`config.mk`:
```
export PLATFORM = sky130hd
export DESIGN_NAME = mcod_controller_flat
export DESIGN_NICKNAME = d
export VERILOG_FILES = /design/src/mcod_pkg.sv /design/src/mcod_ifs.sv /design/src/mcod_controller.sv /design/src/flat_wrapper.sv
export VERILOG_INCLUDE_DIRS = /design/src /design/src/src
export SDC_FILE = /design/constraint.sdc
export NUM_CORES = 1
export LEC_CHECK = 0
export BUFFER_PORTS_ARGS = -buffer_cell sky130_fd_sc_hd__buf_2
export CAP_MARGIN = 15
export CORE_ASPECT_RATIO = 0.5
export CORE_MARGIN = 2
export CORE_UTILIZATION = 45
export CTS_BUF_LIST = sky130_fd_sc_hd__clkbuf_4 sky130_fd_sc_hd__clkbuf_8
export CTS_CLUSTER_DIAMETER = 60
export CTS_CLUSTER_SIZE = 16
export DETAILED_ROUTE_END_ITERATION = 7
export PLACE_DENSITY = 0.76
export REMOVE_ABC_BUFFERS = 1
export SYNTH_ARGS = -nofsm -noshare
export SYNTH_HDL_FRONTEND = slang
export SYNTH_SLANG_ARGS = --single-unit
export TNS_END_PERCENT = 5
```
`constraint.sdc`:
```
create_clock -name clk -period 3.1 [get_ports clk]
set_input_delay 0.155 -clock clk [delete_from_list [all_inputs] [get_ports clk]]
set_output_delay 0.155 -clock clk [all_outputs]
set_load 0.01 [all_outputs]
```
`src/matrix_chain_order_dp_core_macros.svh`:
```
// Assertion macros shared by the matrix chain order core.
// Included by the modules that carry concurrent checks; needs clk and rst_n in scope.
`ifndef MATRIX_CHAIN_ORDER_DP_CORE_MACROS_SVH
`define MATRIX_CHAIN_ORDER_DP_CORE_MACROS_SVH
`ifndef SYNTHESIS
`define MCOD_ASSERT(lbl, prop, msg) \
    lbl: assert property (@(posedge clk) disable iff (!rst_n) prop) else $error(msg);
`define MCOD_NEVER(lbl, cond, msg) \
    lbl: assert property (@(posedge clk) disable iff (!rst_n) !(cond)) else $error(msg);
`else
`define MCOD_ASSERT(lbl, prop, msg)
`define MCOD_NEVER(lbl, cond, msg)
`endif
`endif

```
`src/mcod_pkg.sv`:
```
// Package of the matrix chain order core: sizes, types, state encoding, helpers.
// No dependencies; the interfaces, the top level, the datapath and the controller import it.
package mcod_pkg;

    localparam int MAX_MATRICES = 8;
    localparam int DIM_WIDTH    = 16;

    localparam int SIZE_W     = 16;
    localparam int OUT_IDX_W  = 3;
    localparam int COST_W     = 52;
    localparam int DIM_DEPTH  = MAX_MATRICES + 1;
    localparam int IDX_W      = $clog2(DIM_DEPTH);
    localparam int CNT_W      = $clog2(DIM_DEPTH + 1);
    localparam int COST_DEPTH = MAX_MATRICES * MAX_MATRICES;
    localparam int CADDR_W    = $clog2(COST_DEPTH);
    localparam int PIJ_W      = 2 * DIM_WIDTH;
    localparam int PROD_W     = 3 * DIM_WIDTH;

    typedef logic [IDX_W-1:0]     idx_t;
    typedef logic [CNT_W-1:0]     cnt_t;
    typedef logic [CADDR_W-1:0]   caddr_t;
    typedef logic [COST_W-1:0]    cost_t;
    typedef logic [OUT_IDX_W-1:0] out_idx_t;

    typedef enum logic [3:0] {
        S_LOAD,
        S_CELL_A,
        S_CELL_B,
        S_CELL_C,
        S_K_RD,
        S_K_MUL,
        S_K_ADD,
        S_CELL_WR,
        S_EMIT_RD,
        S_EMIT_LD,
        S_ERR_LD
    } state_t;

    typedef struct packed {
        logic   dim_wr;
        idx_t   dim_wr_addr;
        logic   dim_rd;
        idx_t   dim_rd_addr;
        logic   lat_pi;
        logic   lat_pij;
        logic   cost_rd;
        caddr_t addr_a;
        caddr_t addr_b;
        logic   zero_a;
        logic   zero_b;
        logic   mul_k;
        logic   add_k;
        logic   first_k;
        idx_t   k;
        logic   cost_wr;
        caddr_t wr_addr;
        logic   load_out;
        logic   load_err;
        idx_t   row;
        idx_t   col;
        logic   last;
    } mcod_cmd_t;

    typedef struct packed {
        logic out_free;
    } mcod_stat_t;

    // Flat table address of subchain (i, j).
    function automatic caddr_t cost_addr(input idx_t i, input idx_t j);
        return CADDR_W'(int'(i) * MAX_MATRICES + int'(j));
    endfunction

    // Matrix indices leave the block on three bits.
    function automatic out_idx_t to_out_idx(input idx_t v);
        logic [IDX_W+OUT_IDX_W-1:0] ext;
        ext = {{OUT_IDX_W{1'b0}}, v};
        return ext[OUT_IDX_W-1:0];
    endfunction

endpackage

```
`src/mcod_ifs.sv`:
```
// Valid/ready channel interfaces of the matrix chain order core.
// Depends on mcod_pkg for the field widths.
interface mcod_in_if import mcod_pkg::*; ();
    logic              valid;
    logic              ready;
    logic [SIZE_W-1:0] dim_size;
    logic              last_dim;

    modport source (output valid, output dim_size, output last_dim, input ready);
    modport sink   (input valid, input dim_size, input last_dim, output ready);
endinterface


```
`src/mcod_controller.sv`:
```
// Controller: loads the chain, sequences the dynamic program and the table readout.
// Depends on mcod_pkg, mcod_in_if and the assertion macro header.
`include "matrix_chain_order_dp_core_macros.svh"

module mcod_controller
    import mcod_pkg::*;
(
    input  logic       clk,
    input  logic       rst_n,
    mcod_in_if.sink    dims,
    output mcod_cmd_t  cmd,
    input  mcod_stat_t stat
);

    state_t state_reg, state_next;
    cnt_t   dim_count_reg, dim_count_next;
    logic   overflow_reg, overflow_next;
    idx_t   n_reg, n_next;
    idx_t   len_reg, len_next;
    idx_t   i_reg, i_next;
    idx_t   k_reg, k_next;
    idx_t   ei_reg, ei_next;
    idx_t   ej_reg, ej_next;

    idx_t   j;
    idx_t   j1;
    idx_t   k1;
    logic   room;
    cnt_t   count_now;
    logic   emit_last;

    assign j    = i_reg + len_reg;
    assign j1   = j + idx_t'(1);
    assign k1   = k_reg + idx_t'(1);
    assign room = dim_count_reg < cnt_t'(DIM_DEPTH);
    assign count_now = room ? dim_count_reg + cnt_t'(1) : dim_count_reg;
    assign emit_last = (ei_reg == n_reg - idx_t'(2)) && (ej_reg == n_reg - idx_t'(1));

    assign dims.ready = (state_reg == S_LOAD);

    always_ff @(posedge clk or negedge rst_n)
    begin
        if (!rst_n)
        begin
            state_reg     <= S_LOAD;
            dim_count_reg <= '0;
            overflow_reg  <= 1'b0;
            n_reg         <= '0;
            len_reg       <= '0;
            i_reg         <= '0;
            k_reg         <= '0;
            ei_reg        <= '0;
            ej_reg        <= '0;
        end
        else
        begin
            state_reg     <= state_next;
            dim_count_reg <= dim_count_next;
            overflow_reg  <= overflow_next;
            n_reg         <= n_next;
            len_reg       <= len_next;
            i_reg         <= i_next;
            k_reg         <= k_next;
            ei_reg        <= ei_next;
            ej_reg        <= ej_next;
        end
    end

    always_comb
    begin
        state_next     = state_reg;
        dim_count_next = dim_count_reg;
        overflow_next  = overflow_reg;
        n_next         = n_reg;
        len_next       = len_reg;
        i_next         = i_reg;
        k_next         = k_reg;
        ei_next        = ei_reg;
        ej_next        = ej_reg;
        cmd            = '0;

        unique case (state_reg)
            S_LOAD:
            begin
                if (dims.valid)
                begin
                    if (room)
                    begin
                        cmd.dim_wr      = 1'b1;
                        cmd.dim_wr_addr = dim_count_reg[IDX_W-1:0];
                        dim_count_next  = count_now;
                    end
                    else
                    begin
                        overflow_next = 1'b1;
                    end
                    if (dims.last_dim)
                    begin
                        dim_count_next = '0;
                        overflow_next  = 1'b0;
                        if (overflow_reg || !room || (count_now < cnt_t'(3)))
                        begin
                            state_next = S_ERR_LD;
                        end
                        else
                        begin
                            n_next     = IDX_W'(count_now - cnt_t'(1));
                            len_next   = idx_t'(1);
                            i_next     = '0;
                            state_next = S_CELL_A;
                        end
                    end
                end
            end
            S_CELL_A:
            begin
                cmd.dim_rd      = 1'b1;
                cmd.dim_rd_addr = i_reg;
                state_next      = S_CELL_B;
            end
            S_CELL_B:
            begin
                cmd.lat_pi      = 1'b1;
                cmd.dim_rd      = 1'b1;
                cmd.dim_rd_addr = j1;
                state_next      = S_CELL_C;
            end
            S_CELL_C:
            begin
                cmd.lat_pij = 1'b1;
                k_next      = i_reg;
                state_next  = S_K_RD;
            end
            S_K_RD:
            begin
                cmd.dim_rd      = 1'b1;
                cmd.dim_rd_addr = k1;
                cmd.cost_rd     = 1'b1;
                cmd.addr_a      = cost_addr(i_reg, k_reg);
                cmd.addr_b      = cost_addr(k1, j);
                state_next      = S_K_MUL;
            end
            S_K_MUL:
            begin
                // Diagonal entries are never stored; they read as zero cost.
                cmd.mul_k  = 1'b1;
                cmd.zero_a = (k_reg == i_reg);
                cmd.zero_b = (k1 == j);
                state_next = S_K_ADD;
            end
            S_K_ADD:
            begin
                cmd.add_k   = 1'b1;
                cmd.first_k = (k_reg == i_reg);
                cmd.k       = k_reg;
                if (k1 == j)
                begin
                    state_next = S_CELL_WR;
                end
                else
                begin
                    k_next     = k1;
                    state_next = S_K_RD;
                end
            end
            S_CELL_WR:
            begin
                cmd.cost_wr = 1'b1;
                cmd.wr_addr = cost_addr(i_reg, j);
                if (j1 < n_reg)
                begin
                    i_next     = i_reg + idx_t'(1);
                    state_next = S_CELL_A;
                end
                else if (len_reg + idx_t'(1) < n_reg)
                begin
                    len_next   = len_reg + idx_t'(1);
                    i_next     = '0;
                    state_next = S_CELL_A;
                end
                else
                begin
                    ei_next    = '0;
                    ej_next    = idx_t'(1);
                    state_next = S_EMIT_RD;
                end
            end
            S_EMIT_RD:
            begin
                cmd.cost_rd = 1'b1;
                cmd.addr_a  = cost_addr(ei_reg, ej_reg);
                cmd.addr_b  = cost_addr(ei_reg, ej_reg);
                state_next  = S_EMIT_LD;
            end
            S_EMIT_LD:
            begin
                if (stat.out_free)
                begin
                    cmd.load_out = 1'b1;
                    cmd.row      = ei_reg;
                    cmd.col      = ej_reg;
                    cmd.last     = emit_last;
                    if (emit_last)
                    begin
                        state_next = S_LOAD;
                    end
                    else
                    begin
                        if (ej_reg == n_reg - idx_t'(1))
                        begin
                            ei_next = ei_reg + idx_t'(1);
                            ej_next = ei_reg + idx_t'(2);
                        end
                        else
                        begin
                            ej_next = ej_reg + idx_t'(1);
                        end
                        state_next = S_EMIT_RD;
                    end
                end
            end
            S_ERR_LD:
            begin
                if (stat.out_free)
                begin
                    cmd.load_err = 1'b1;
                    state_next   = S_LOAD;
                end
            end
            default:
            begin
                state_next = S_LOAD;
            end
        endcase
    end

    `MCOD_NEVER(a_count_bound, dim_count_reg > cnt_t'(DIM_DEPTH), "dimension count past store depth")
    `MCOD_ASSERT(a_cell_bound, (state_reg == S_CELL_A) |-> (j < n_reg), "subchain end past chain")
    `MCOD_ASSERT(a_split_bound, (state_reg == S_K_ADD) |-> (k_reg >= i_reg && k_reg < j), "split outside subchain")
    `MCOD_ASSERT(a_cell_next, (state_reg == S_CELL_WR) |=> (state_reg == S_CELL_A || state_reg == S_EMIT_RD), "bad step after table write")
    `MCOD_ASSERT(a_emit_bound, (state_reg == S_EMIT_LD) |-> (ei_reg < ej_reg && ej_reg < n_reg), "readout index out of range")

endmodule
```
`src/flat_wrapper.sv`:
```
// flat-port wrapper written by rule: the top's interface ports become plain ports
module mcod_controller_flat import mcod_pkg::*;
  (clk, rst_n, cmd, stat, dims_valid, dims_dim_size, dims_last_dim, dims_ready);
  mcod_in_if dims_i ();
  input  logic clk;
  input  logic rst_n;
  output mcod_cmd_t cmd;
  input  mcod_stat_t stat;
  input wire logic [$bits(dims_i.valid)-1:0] dims_valid;
  input wire logic [$bits(dims_i.dim_size)-1:0] dims_dim_size;
  input wire logic [$bits(dims_i.last_dim)-1:0] dims_last_dim;
  output wire logic [$bits(dims_i.ready)-1:0] dims_ready;
  assign dims_i.valid = dims_valid;
  assign dims_i.dim_size = dims_dim_size;
  assign dims_i.last_dim = dims_last_dim;
  assign dims_ready = dims_i.ready;
  mcod_controller u_core (.clk(clk), .rst_n(rst_n), .dims(dims_i), .cmd(cmd), .stat(stat));
endmodule
```
* After elaboration in Yosys (flattened, before gate mapping)
Cells that the tools add are included.
** Storage, ports and cells
- Bits of input ports :: 21
- Word-level logic and storage cells :: 131
- Flip-flop bits (word level) :: 33
** Cells by class
- Eq/ne operators :: 27
- Add/sub/neg operators :: 16
- Reductions and logical operators :: 18
- Magnitude comparators :: 4
- Bitwise logic cells :: 1
- Mux-type cells :: 56
** Operators with widths (number)
- two-way mux 4 bit :: 32
- case mux 4 bit (11 select lines) :: 1
- case mux 4 bit (2 select lines) :: 5
- adder 4 x 1 -> 4 bit (second input constant) :: 7
- case mux 13 bit (2 select lines) :: 1
- adder 6 x 4 -> 6 bit :: 4
- inequality test 2 bit (second input constant) :: 10
- two-way mux 9 bit :: 2
- equality test 4 x 3 -> 1 bit (second input constant) :: 4
- equality test 4 bit :: 4
- two-way mux 5 bit :: 3
- case mux 5 bit (3 select lines) :: 1
- equality test 4 bit (second input constant) :: 3
- AND reduction 6 bit :: 2
- AND reduction 5 bit :: 2
- equality test 4 x 2 -> 1 bit (second input constant) :: 2
- less-than comparator 4 bit :: 2
- AND reduction 4 bit :: 2
- nonzero test 2 bit :: 4
- subtractor 4 x 1 -> 4 bit (second input constant) :: 2
- two-way mux 1 bit :: 7
- two-way mux 7 bit :: 1
- two-way mux 6 bit :: 1
- AND reduction 3 bit :: 2
- other kinds (16) :: 18

* Longest topological paths before layout
Gate-level depths: netlist (run 1).
- Depth after elaboration :: 8
- Mapped depth :: 13
- Mapped depth without buffers :: 13

* Least setup slack after synthesis (run 1)
Ideal clock, no wire load.
- Path type :: reg2reg
- Start :: register u_core.i_reg[0]
- End :: register u_core.len_reg[0]
- Library setup time :: 0.125 ns
- Setup slack :: -0.265 ns
- Stages on the path, launching flop included :: 13
- Path buffers :: 0
- Arrival :: 3.241 ns
- Period minus slack after synthesis :: 3.365 ns
- Cells stage by stage :: dfrtp_1 -> ha_1 -> inv_1 -> fa_1 -> inv_1 -> ha_1 -> xnor2_1 -> ha_1 -> or3_1 -> o22ai_2 -> nor2_1 -> a21oi_2 -> mux2_2
** Between the ends
- Word-level cells in the longest chain between the ends :: 5
** RTL lines
- from (decl) :: line mcod_controller.sv:20 : idx_t i_reg, i_next;
- from (signal assigned) :: line mcod_controller.sv:62 : i_reg <= i_next;
- adder 4 bit :: line mcod_controller.sv:32 : assign j = i_reg + len_reg;
- adder 4 x 1 -> 4 bit :: line mcod_controller.sv:33 : assign j1 = j + idx_t'(1);
- less-than comparator 4 bit :: line mcod_controller.sv:170 : if (j1 < n_reg)
- inequality test 2 bit (no line)
- AND reduction 6 bit (no line)
- to (signal assigned) :: line mcod_controller.sv:61 : len_reg <= len_next;
- to (decl) :: line mcod_controller.sv:19 : idx_t len_reg, len_next;
Every way passes these cells.
A chain may end at the register's enable or synchronous reset.

* Worst setup path after layout (run 1)
- Start :: register u_core.len_reg[0]
- End :: register u_core.len_reg[0]
** Between the ends
- Word-level cells in the longest chain between the ends :: 5
** RTL lines (line)
- adder 4 bit :: mcod_controller.sv:32
- adder 4 x 1 -> 4 bit :: mcod_controller.sv:33
- less-than comparator 4 bit :: mcod_controller.sv:170
- inequality test 2 bit (no line)
- AND reduction 6 bit (no line)
Several ways; a longest one is shown, not always the timed one. The select of a mux whose other input is x is not followed.

==> run_results.csv, run 1 <==
group,metric,value,unit
status,outcome,"complete, but fails checks",
status,violations,"negative setup slack",
placement,routabilityCongestion,0.9392,
setup_path,cp_slowest_stage_delay,0.56,ns
global_route,grt_pass1_wl,14810,um
final_layout,n_antenna_cell,0,
logic_synthesis,syn_inst,387,
global_route,grt_antenna_before_repair,0,
final_layout,area_growth,22.76,%
drt,first_iter_violations,261,
logic_synthesis,ys_ff_latch,33,
setup_path,cpMostUsedCell,"ha_2",
power,combPwrFrac,0.781,
power,switchingPower,2475,uW
logic_synthesis,netlist.top_cell.by_area,"dfrtp_1",
sta,worst_pin_slew,0.7963,ns
run,drv_cap,0,
sta,fin_tns_setup,-0.2411,ns
drt,vias,3167,
setup_path,critPathMaxFanout,3,
setup_path,crit_slowest_cell,"fa_2",
power,sw_frac_of_total,0.4788,
sta,finalCritPeriodShare,1.023,
clock_network,clockBufferDepth,2,
floorplan,die-area,7931,um2
power,p_leak,0.002021,uW
final_layout,layout.nets,516,
sta,max_freq,315.3,MHz
drt,dr.pass1.iters,5,
global_route,grt_pass1_vias,2925,
placement,placed_cell_area,3765,um2
power,seqPwrFrac,0.151,
clock_network,clock-sinks,33,
clock_network,worstSkewPairLatency,0.29,ns
setup_path,crit_chain,"ha_2, inv_2, fa_2, inv_1, ha_2, xnor2_2, ha_1, or3_1, o22ai_4, buf_4, nor2_1, a21oi_2, mux2_2",
setup_path,r2r-start,"u_core.len_reg[0]$_DFFE_PN0P_",
logic_synthesis,avgSynthCellArea,8.367,um2
setup_path,end_kind,"flop",
clock_network,cts_buffers,5,
logic_synthesis,ys_seq_area_frac,0.2550,
drt,wire_per_inst,16.23,um
sta,setup_slack,-0.07120,ns
setup_path,r2r_setup_slack,-0.07,ns
logic_synthesis,synth_edf_count,0,
min_path,whs_path_depth,2,
drt,routed_via_density,5.717,
sta,maxSlewHeadroom,0.4692,
setup_path,crit_arrival,3.35,ns
setup_path,start_kind,"flop",
drt,drt-total-wl,8993,um
logic_synthesis,ys_types,68,
drt,drc,0,
min_path,hold_class,"input pin to flop",
global_route,grt_max_degree,34,
power,power,5169,uW
logic_synthesis,ys.flop_type,"dfrtp_1",
sta,hold_violations,0,
setup_path,critPathBufInv,3,
logic_synthesis,netlist_area,3238,um2
setup_path,cp_top_family,"adder cells",
setup_path,setup.worst_path.class,"flop to flop",
sta,skew,0.006849,ns
placement,dp_hpwl,6606,um
clock_network,htree_levels,2,
placement,port_buffers,57,
clock_network,cts_root_buf,"clkbuf_8",
power,intPower,2694,uW
global_route,track_usage,0.2395,
setup_path,timing.rr.end,"u_core.len_reg[0]$_DFFE_PN0P_",
logic_synthesis,yosysWarnings,0,
power,pwr-share-clk,0.068,
floorplan,fp.dieH,63.98,um
power,p_per_area,1300,nW/um2
sta,whs,0.1289,ns
floorplan,ios,74,
logic_synthesis,synth_area_leaders,"dfrtp_1 26%, ha_1 12%, xnor2_1 6.2%",
final_layout,fin_area,3975,um2
power,max-vdd-ir-drop,0.0005680,V
setup_path,cp_num_cells,13,
clock_network,cts.clk_slew.worst_paths,0.07,ns
setup_path,reg2reg_depth,13,
floorplan,die_w,124.0,um
min_path,min_from,"dims_last_dim",
floorplan,rows,21,
global_route,gr-total-overflow,0,
floorplan,core_area,6832,um2
floorplan,start_util,0.4740,
sta,rsz0062_at_grt,"yes",
drt,final_antenna_net_count,0,
sta,finalSetupViolations,7,
sta,finalCriticalPeriod,3.171,ns
final_layout,drive_above_1_share,0.2727,
clock_network,cts_tree,"done",
logic_synthesis,synth_top_area_frac,0.2550,
sta,drv_slew,0,
setup_path,worstPathRequired,3.28,ns
logic_synthesis,async_reset_ff_frac,1.000,
min_path,holdPathEnd,"u_core.dim_count_reg[3]$_DFFE_PN0P_",
cells in the mapped netlist (7+ instances only):
cell	count
nand2_1	35
dfrtp_1	33
ha_1	32
nor2_1	31
inv_1	29
o21ai_0	28
xnor2_1	23
nand3_1	13
clkbuf_1	12
and3_1	10
nor3_1	10
xor2_1	10
a22o_1	9
a21oi_1	8
and2_1	7
layout make-up:
class / count / area (um2)
clock buffers: 7 / 90.09
fillers: 629 / 2856
inverters: 29 / 108.9
multi-input cells: 306 / 2318
flip-flops and latches: 33 / 825.8
well taps: 92 / 115.1
repair buffers: 87 / 516.7
cells by family after synthesis:
| kind of cell | synth area share |
|---|---|
| AND/OR/NAND/NOR | 0.2129 |
| AO/OA/AOI/OAI | 0.2067 |
| buffers and inverters | 0.05950 |
| XOR/XNOR | 0.1136 |
| adder cells (fa/ha/maj) | 0.1298 |
| flip-flops | 0.2550 |
| multiplexers | 0.02241 |
how the worst max path moves through the flow:
stage | from | end | slack, ns
5_1_grt | u_core.len_reg[0]$_DFFE_PN0P_ | u_core.ei_reg[2]$_DFFE_PN0P_ | -0.18
6_report | u_core.len_reg[0]$_DFFE_PN0P_ | u_core.len_reg[0]$_DFFE_PN0P_ | -0.07
3_3_place_gp | u_core.i_reg[0]$_DFFE_PN0P_ | u_core.ei_reg[1]$_DFFE_PN0P_ | -0.12
3_5_place_dp | u_core.i_reg[0]$_DFFE_PN0P_ | u_core.ei_reg[0]$_DFFE_PN0P_ | -0.22
4_1_cts | u_core.len_reg[0]$_DFFE_PN0P_ | u_core.ei_reg[3]$_DFFE_PN0P_ | -0.10
2_1_floorplan | u_core.i_reg[0]$_DFFE_PN0P_ | u_core.len_reg[0]$_DFFE_PN0P_ | -0.27
repair_timing:
action,CTS,global route
hold buffers,1,0
setup buffers,1,0
gates resized for setup,22,7
hold endpoints to repair,33,0
endpoints found under the setup margin,17,18
gates cloned,0,0
pin swaps,14,6
metal layers:
layer | global-route usage | wire [um] | vias up
met5 | 0 | 0 | -
met4 | 0.06039 | 84 | 0
met3 | 0.03304 | 507 | 8
met2 | 0.3826 | 4142 | 95
met1 | 0.3416 | 4259 | 1540
li1 | - | - | 1524
power by group through the flow:
stage	Clock [uW]	Combinational [uW]	Sequential, uW
2_1_floorplan	0	2260	780
3_3_place_gp	0	3530	775
3_5_place_dp	0	3600	783
4_1_cts	357	3850	776
5_1_grt	382	4450	805
6_report	352	4040	781
stage by stage:
step / utilization / std cells / setup WS, ns
floorplan: - / 368 / -0.2652
global route: 0.5819 / 554 / -0.1790
detailed placement: 0.5511 / 545 / -0.2163
CTS: 0.5778 / 554 / -0.1016
finish: 0.5819 / 554 / -0.07120
global placement: 0.5511 / 545 / -0.1151
layout by cell type, fill, tap and decap left out, types with 3 or more instances in the layout:
| cell | n |
|---|---|
| a211oi_1 | 3 |
| a21boi_0 | 3 |
| a21oi_1 | 8 |
| a22o_1 | 9 |
| a22oi_1 | 6 |
| a31oi_1 | 3 |
| and2_1 | 7 |
| and3_1 | 10 |
| buf_2 | 57 |
| buf_4 | 28 |
| clkbuf_8 | 6 |
| dfrtp_1 | 33 |
| ha_1 | 30 |
| inv_1 | 28 |
| mux2i_1 | 5 |
| nand2_1 | 35 |
| nand2b_1 | 3 |
| nand3_1 | 12 |
| nand4_1 | 3 |
| nor2_1 | 31 |
| nor2b_1 | 6 |
| nor3_1 | 10 |
| o21ai_0 | 22 |
| o21ai_1 | 4 |
| o21ai_2 | 3 |
| o31ai_1 | 4 |
| or3_1 | 3 |
| xnor2_1 | 21 |
| xnor2_2 | 3 |
| xor2_1 | 10 |
No activity file was read; power rests on OpenSTA's default activity.
==> inputs of run 2 (changes only) <==
Settings changed: CORE_MARGIN 2 to 8.
==> run 2 against run 1 <==
Effect of this change:
- the run still ends with negative setup slack left
- final cell count grew 1.1%
- clock-buffer cell count stayed put
- combinational power grew 14%
- clock power increased by 27%
- sequential share of layout area shrank 0.97 points
- global-route usage fell by 5.7 points
- register-to-register slack gained 0.02 ns
- non-clock buffer count rose by 5
- largest cell class unchanged
==> run_results.csv, run 2 (synthesis gave the netlist of run 1 again) <==
group,metric,value,unit
drt,drt-total-wl,9715,um
final_layout,final_util,0.6104,
global_route,gr-total-overflow,0,
clock_network,htree_levels,2,
status,outcome,"complete, but fails checks",
clock_network,cts_root_buf,"clkbuf_8",
sta,drv_slew,0,
global_route,grt_antenna_before_repair,0,
setup_path,start_kind,"flop",
power,max-vdd-ir-drop,0.0005904,V
clock_network,clock-sinks,33,
setup_path,critPathMaxFanout,7,
final_layout,n_antenna_cell,0,
global_route,grt_max_degree,34,
sta,finalCritPeriodShare,1.018,
clock_network,clockBufferDepth,2,
final_layout,area_growth,28.79,%
floorplan,ios,74,
setup_path,cp-startpoint,"u_core.i_reg[0]$_DFFE_PN0P_",
min_path,whs_path_depth,2,
floorplan,die_w,136.0,um
clock_network,cts_tree,"done",
drt,first_iter_violations,349,
setup_path,setup.worst_path.class,"flop to flop",
global_route,grt_pass1_vias,3112,
clock_network,cts_buffers,5,
setup_path,timing.rr.end,"u_core.ej_reg[2]$_DFFE_PN0P_",
setup_path,worstPathRequired,3.28,ns
drt,dr.pass1.iters,7,
final_layout,final_common_cell,"buf_2",
sta,max_freq,316.9,MHz
min_path,hold_class,"input pin to flop",
sta,whs,0.1312,ns
sta,finalCriticalPeriod,3.155,ns
floorplan,core_area,6832,um2
placement,routabilityCongestion,0.8901,
floorplan,rows,21,
global_route,grt_pass1_wl,15530,um
min_path,min_from,"dims_last_dim",
placement,dp_slack,-0.2393,ns
clock_network,cts.clk_slew.worst_paths,0.08,ns
setup_path,crit_arrival,3.34,ns
clock_network,worstSkewPairLatency,0.29,ns
final_layout,final_cell_mix,"57 x buf_2, 35 x nand2_1, 33 x dfrtp_1, 30 x nor2_1",
sta,worst_pin_slew,0.8282,ns
power,power,5845,uW
sta,hold_violations,0,
drt,routed_via_density,5.738,
final_layout,layout.nets,521,
power,p_per_area,1402,nW/um2
drt,drc,0,
sta,maxSlewHeadroom,0.4479,
power,p_leak,0.002083,uW
setup_path,reg2reg_depth,14,
floorplan,start_util,0.4740,
status,violations,"negative setup slack",
min_path,holdPathEnd,"u_core.overflow_reg$_DFFE_PN0P_",
drt,final_antenna_net_count,0,
placement,dp_hpwl,7060,um
drt,wire_per_inst,17.35,um
sta,finalSetupViolations,9,
drt,vias,3213,
run,drv_cap,0,
placement,port_buffers,57,
setup_path,r2r-start,"u_core.i_reg[0]$_DFFE_PN0P_",
final_layout,drive_above_1_share,0.2970,
sta,rsz0062_at_grt,"yes",
floorplan,die-area,10330,um2
global_route,track_usage,0.1821,
floorplan,fp.dieH,75.98,um
setup_path,end_kind,"flop",
sta,skew,0.005879,ns
sta,setup_slack,-0.05540,ns
setup_path,r2r_setup_slack,-0.06,ns
run 2: repair_timing:
item	CTS	global route
endpoints found under the hold margin	33	0
cloned	0	0
hold buffers	1	0
buffers inserted	2	4
pin swaps	15	11
gates resized for setup	39	17
setup endpoints to repair	17	17
run 2: power breakdown:
part	total, uW	internal (uW)	switching, uW
sequential	788	565	223
clock	447	271	176
combinational	4610	2250	2360
run 2: worst max-delay path, stage by stage (launching register included):
cell and delay (ns):
dfrtp_1 0.39, ha_2 0.19, inv_2 0.06, fa_2 0.45, buf_6 0.14, nor3b_4 0.19, xnor2_2 0.10, ha_2 0.34
o21a_1 0.17, o22ai_4 0.11, buf_6 0.14, o31ai_4 0.20, buf_4 0.17, o21ai_4 0.09, o31ai_1 0.31
run 2: how the worst max path moves through the flow:
stage / to / slack [ns]
2_1_floorplan: u_core.len_reg[0]$_DFFE_PN0P_ / -0.27
3_3_place_gp: u_core.ei_reg[2]$_DFFE_PN0P_ / -0.13
3_5_place_dp: u_core.ei_reg[0]$_DFFE_PN0P_ / -0.24
4_1_cts: u_core.ei_reg[3]$_DFFE_PN0P_ / -0.08
5_1_grt: u_core.ej_reg[2]$_DFFE_PN0P_ / -0.19
6_report: u_core.ej_reg[2]$_DFFE_PN0P_ / -0.06
run 2: through the flow:
| step | cell area [um2] | cells | TNS [ns] |
|---|---|---|---|
| global route | 4170 | 560 | -1.559 |
| finish | 4170 | 560 | -0.2131 |
| floorplan | 3154 | 368 | -1.258 |
| CTS | 4060 | 556 | -0.2981 |
| global placement | 3765 | 545 | -1.325 |
| detailed placement | 3765 | 545 | -2.667 |
run 2: routing by layer:
metal | up-vias | track usage | routed length, um
met5 | - | 0 | 0
met2 | 106 | 0.3002 | 4664
li1 | 1547 | - | -
met1 | 1545 | 0.2393 | 4267
met3 | 15 | 0.03355 | 629
met4 | 0 | 0.04353 | 153
run 2: layout make-up:
cell class / instances / area, um2
fillers: 570 / 2661
well taps: 92 / 115.1
clock buffers: 7 / 90.09
multi-input cells: 306 / 2420
repair buffers: 92 / 580.6
flip-flops and latches: 33 / 825.8
clock inverters: 1 / 30.03
inverters: 29 / 108.9
